## src/sv/scpa_pkg.sv

```systemverilog
// ----------------------------------------------------------------------------
// Size-class pool allocator package
// Shared field widths, command and status codes, sequencer states and the
// control structs passed between the allocator's modules.
// ----------------------------------------------------------------------------
package scpa_pkg;

	localparam int SIZE_W     = 20;
	localparam int ADDR_W     = 23;
	localparam int STATUS_W   = 3;
	localparam int CLASS_W    = 5;
	localparam int IN_DATA_W  = 48;
	localparam int OUT_DATA_W = 32;

	typedef enum logic [STATUS_W-1:0] {
		STATUS_OK          = 3'd0,
		STATUS_TOO_LARGE   = 3'd1,
		STATUS_EXHAUSTED   = 3'd2,
		STATUS_NOT_IN_POOL = 3'd3,
		STATUS_UNDERFLOW   = 3'd4
	} status_t;

	typedef enum logic {
		CMD_ALLOC = 1'b0,
		CMD_FREE  = 1'b1
	} cmd_t;

	typedef enum logic [1:0] {
		S_IDLE,
		S_SCAN,
		S_READ,
		S_DONE
	} state_t;

	// Result of testing the current class against the request.
	typedef struct packed {
		logic fit;
		logic hit;
		logic is_last;
	} walk_flags_t;

	typedef struct packed {
		logic pop;
		logic push;
	} stack_ctrl_t;

endpackage

```

## src/sv/scpa_walker.sv

```systemverilog
// ----------------------------------------------------------------------------
// Size-class walker
// Steps through the classes one per cycle on advance, keeping the running class
// base, span and cell size, and tests the current class against the request.
// ----------------------------------------------------------------------------
module scpa_walker #(
	parameter int NUM_CLASSES     = 17,
	parameter int CELLS_PER_CLASS = 64,
	parameter int KW              = 5,
	parameter int AW              = 24
) (
	input  logic                        clk,
	input  logic                        arst_n,
	input  logic                        start,
	input  logic                        advance,
	input  logic [scpa_pkg::SIZE_W-1:0] size,
	input  logic [scpa_pkg::ADDR_W-1:0] addr,
	output logic [KW-1:0]               k,
	output logic [AW-1:0]               base,
	output scpa_pkg::walk_flags_t       flags
);

	logic [KW-1:0] k_q;
	logic [AW-1:0] base_q;
	logic [AW-1:0] span_q;
	logic [AW-1:0] lastoff_q;
	logic [AW-1:0] csize_q;
	logic [AW-1:0] last;

	always_ff @(posedge clk or negedge arst_n) begin
		if (!arst_n) begin
			k_q       <= '0;
			base_q    <= '0;
			span_q    <= AW'(CELLS_PER_CLASS);
			lastoff_q <= AW'(CELLS_PER_CLASS - 1);
			csize_q   <= AW'(1);
		end else if (start) begin
			k_q       <= '0;
			base_q    <= '0;
			span_q    <= AW'(CELLS_PER_CLASS);
			lastoff_q <= AW'(CELLS_PER_CLASS - 1);
			csize_q   <= AW'(1);
		end else if (advance) begin
			// The next class starts right after this one and has cells twice as big.
			k_q       <= k_q + KW'(1);
			base_q    <= base_q + span_q;
			span_q    <= span_q << 1;
			lastoff_q <= lastoff_q << 1;
			csize_q   <= csize_q << 1;
		end
	end

	assign last = base_q + lastoff_q;

	always_comb begin
		if (size == '0) begin
			flags.fit = (k_q != '0);
		end else begin
			flags.fit = (csize_q >= AW'(size));
		end
		flags.hit     = (AW'(addr) >= base_q) && (AW'(addr) <= last);
		flags.is_last = (k_q == KW'(NUM_CLASSES - 1));
	end

	assign k    = k_q;
	assign base = base_q;

endmodule

```

## config.mk

```make
export PLATFORM = sky130hd
export DESIGN_NAME = scpa_walker
export DESIGN_NICKNAME = d
export VERILOG_FILES = /design/src/sv/scpa_pkg.sv /design/src/sv/scpa_walker.sv
export SDC_FILE = /design/constraint.sdc
export NUM_CORES = 1
export LEC_CHECK = 0
export BUFFER_PORTS_ARGS = -buffer_cell sky130_fd_sc_hd__buf_2
export CORE_MARGIN = 3
export CORE_UTILIZATION = 50
export CTS_BUF_LIST = sky130_fd_sc_hd__clkbuf_4 sky130_fd_sc_hd__clkbuf_8
export DETAILED_ROUTE_END_ITERATION = 6
export GPL_TIMING_DRIVEN = 1
export PLACE_DENSITY = 0.71
export SYNTH_ARGS = -nofsm -noshare
export SYNTH_HDL_FRONTEND = slang
export SYNTH_SLANG_ARGS = --single-unit
```

## constraint.sdc

```tcl
create_clock -name clk -period 6.8 [get_ports clk]
set_clock_uncertainty 0.1 [all_clocks]
set_input_delay 0.34 -clock clk [delete_from_list [all_inputs] [get_ports clk]]
set_output_delay 0.34 -clock clk [all_outputs]
set_load 0.05 [all_outputs]
```

==> metrics.md <==
| Metric | Value |
|---|---|
| Result of the run | `completed` |
| Buffers on Ports | `72` |
| Fin. Hold Viols | `0` |
| Biggest area consumer among synthesized cells | `dfrtp_1` |
| Master cell of the clock root buffer | `clkbuf_8` |
| Max rail drop VDD | `0.145 mV` |
| Share of synthesized area occupied by flip-flops and latches | `30.1%` |
| Leading cell type by number of instances after synthesis | `ha_1` |
| Top_reg_cell synth | `dfrtp_1` |
| Master of the slowest instance on the critical path | `dfrtp_1` |
| Io pins | `79` |
| Arrival time worst endpoint | `4.32 ns` |
| Mean cell area of the mapped netlist | `9.04 um2` |
| Class of the tightest hold or removal check | `primary input to asynchronous set/reset pin` |
| Launch instance of the worst register-to-register path | `lastoff_q[0]` |
| Max Cap Violations | `0` |
| Share of the clock period used by the worst path | `69.9%` |
| Routed via count | `4881` |
| Final Wtd Congestion | `0.874` |
| Placed Instance Area | `6320 um2` |
| Adder-cell share of the synthesized area | `20.9%` |
| Synthesized-area fraction occupied by xor and xnor cells | `4.05%` |
| Leftover overflow at the end of global routing | `0` |
| # H-tree levels | `3` |
| Number of resized instances in the post-cts repair step | `0` |
| DR vias/cell | `5.68` |
| Top achievable clock speed | `210 MHz` |
| Residual DRC | `0` |
| Vertical die dimension | `114 um` |
| Number of placed instances, taps included | `844` |
| Main combinational cell family by area after synthesis | `adder cells` |
| Power per Cell Area | `141 nW/um2` |
| Static leakage | `3.55 nW` |
| Wire length of the first global-routing pass | `23.0 mm` |
| Setup repair after global routing missed its margin | `no` |
| Routed Wire Length | `13.5 mm` |
| Top cells by instance count after synthesis | `ha_1 (96), nor2_1 (85), dfrtp_1 (64)` |
| Count of standard-cell rows | `38` |
| Post-Synth Simple-Gate Area | `15.1%` |
| Standard cell core area | `11100 um2` |
| Via count of the first global-routing pass | `4962` |
| Synth Register Bits | `70` |
| Max-slew headroom | `40.2%` |
| Peak fanout along the critical path | `6` |
| Critical path launch point type | `register` |
| Area growth, synth to finish | `11.2%` |
| Number of setup violations in the final report | `0` |
| Pin slew with the least headroom to its limit | `0.897 ns` |
| Final net count | `859` |
| Delay of the slowest cell on the worst path | `0.47 ns` |
| Cell count after synthesis | `646` |
| Reg-to-reg endpoint | `base[23]` |
| Endpoint required time on the critical path | `6.36 ns` |
| Maximum number of pins on one net before global-route repair | `71` |
| CP Buf/Inv Count | `1` |
| Post-layout min period | `4.76 ns` |
| Half-perimeter wire length of the detailed placement result | `10.4 mm` |
| Endpoint class of the critical path | `output port` |
| Die area | `13000 um2` |
| Count of non-filler cells in the finished layout | `860` |
| Sink Count | `70` |
| Worst reg2reg setup slack | `3.88 ns` |
| Critical Setup Path Class | `register to output port` |
| TritonCTS clock tree | `yes` |
| Post-route standard cell area excluding fillers | `6500 um2` |
| EDFF count, synth | `0` |
| Number of violations reported at the end of detailed-routing iteration 0 | `268` |
| Buffers inserted during post-CTS setup optimization | `0` |
| Worst-case reg-to-reg path depth | `8` |
| Starting utilization of the core area | `52.5%` |
| Horiz. Die Dim | `114 um` |
| Post-synth top area share | `27.4%` |
| Antenna fix cells | `0` |
| Critical path, cell by cell | `ha_1 > a211o_1 > a21oi_4 > nor3_2 > o41ai_4 > a21oi_1 > a21oi_1 > xor2_1 > ha_1 > nand2_1 > nor2_1 > a211oi_1 > o2111ai_1 > a211oi_1 > nor4_1 > a21oi_2 > buf_2` |
| WL/cell | `15.7 um` |
| Number of buffers added by the clock tree synthesis step | `9` |
| Total global-route track usage | `21.7%` |
| Maximum clock path buffer count | `2` |
| Fraction of registers with async set/reset | `100%` |
| Number of nets still failing antenna checks after routing | `0` |
| Synth Cell Area | `5840 um2` |
| Clock-pin slew reported for the worst setup and hold paths after clock tree synthesis | `0.08 ns` |
| Final total negative setup slack | `0 ns` |
| Distinct cell type count after synthesis | `58` |
| First-pass iteration count of the detailed router | `4` |
| Initial antenna violation count | `0` |
| Slew Limit Fails | `0` |
| Count of hold buffers inserted by post-cts repair | `0` |
| Number of warnings issued by yosys | `0` |
| Leading cell types by total area after synthesis | `dfrtp_1 (27%), ha_1 (21%), mux2i_1 (8.4%)` |
| Synth Area in Compound Gates | `15.5%` |
| Fraction of layout instances using a drive strength above 1 | `14.7%` |
| Source-to-sink clock delay at the later pin of the worst-skew pair | `0.36 ns` |
| Multiplexer share of the synthesized area | `8.85%` |
| Family with the most delay on the worst path | `compound AO/OA/AOI/OAI gates` |
[report_power, final]
part	internal [mW]	total [mW]	switching (mW)
registers	0.425	0.436	0.0103
logic	0.0608	0.165	0.104
clock network	0.146	0.315	0.169
[placed cells by master, fill, tap and decap left out, types with 3 or more instances in the layout]
| master | count |
|---|---|
| xor2_1 | 13 |
| a22o_1 | 5 |
| o21ai_0 | 23 |
| dfstp_2 | 6 |
| clkbuf_8 | 10 |
| a211oi_1 | 8 |
| nor2b_1 | 8 |
| xnor2_1 | 14 |
| nor3_1 | 7 |
| nand2_1 | 27 |
| buf_4 | 4 |
| inv_1 | 56 |
| ha_1 | 96 |
| buf_2 | 71 |
| and4_1 | 3 |
| a211o_1 | 5 |
| a21o_1 | 16 |
| o211ai_1 | 7 |
| and3_1 | 3 |
| dfrtp_1 | 64 |
| nor4_1 | 11 |
| a21oi_1 | 47 |
| nand4_1 | 10 |
| conb_1 | 6 |
| nand2b_1 | 6 |
| nand3_1 | 17 |
| nor2_1 | 85 |
| mux2i_1 | 49 |
[cell type report]
type	count	area, um2
fillers	1005	4630
flip-flops and latches	70	1760
clock buffers	11	145
repair buffers	75	385
multi-input cells	503	3790
inverters	56	210
well taps	140	175
clock inverters	5	35.0
[registers in the layout (all words and copies together), names as in the netlist]
register   flops
k              5
base          18
csize_q       23
lastoff_q     24
[metal layers]
metal / wire length, um / track usage (%) / up-vias
met2: 6220 / 36.0 / 107
li1: - / - / 2446
met1: 6360 / 28.5 / 2304
met5: 0 / 0 / -
met4: 300 / 7.36 / 0
met3: 613 / 4.18 / 24
[worst max path at each step]
stage | from | slack, ns | endpoint | cells past startpoint
after floorplan | base[7] | 2.35 | flags[1] | 16
after global placement | base[7] | 2.54 | flags[1] | 17
after detailed placement | base[7] | 2.44 | flags[1] | 17
after CTS | base[7] | 2.01 | flags[1] | 17
after global routing | base[7] | 1.67 | flags[1] | 17
final | base[7] | 2.04 | flags[1] | 17
[cells by family (layout without fill, tap and decap cells)]
kind of cell             count (synthesis)  in the layout
AND/OR/NAND/NOR                        187            187
AO/OA/AOI/OAI                          135            135
adder cells (fa/ha/maj)                 97             97
buffers and inverters                   78            147
flip-flops                              70             70
multiplexers                            51             51
XOR/XNOR                                27             27
other                                    1              6
[worst reg2reg max path: stages (launching register included)]
cell and delay (ns):
dfstp_2 0.64, ha_1 0.25, a21oi_1 0.12, nor2_1 0.14, o21ai_0 0.19, o21ai_0 0.48, a41o_1 0.26, mux2i_1 0.27
mux2_2 0.36
[per-stage QoR]
step	setup WS [ns]	hold slack, ns	util, %	power, mW
global route	1.67	0.152	58.4	0.964
detailed placement	2.44	0.398	56.8	0.609
global placement	2.54	0.397	56.8	0.601
CTS	2.01	0.111	58.4	0.929
floorplan	2.35	-0.0556	-	0.553
finish	2.04	0.0722	58.4	0.915
Power figures use the tool's default switching activity.
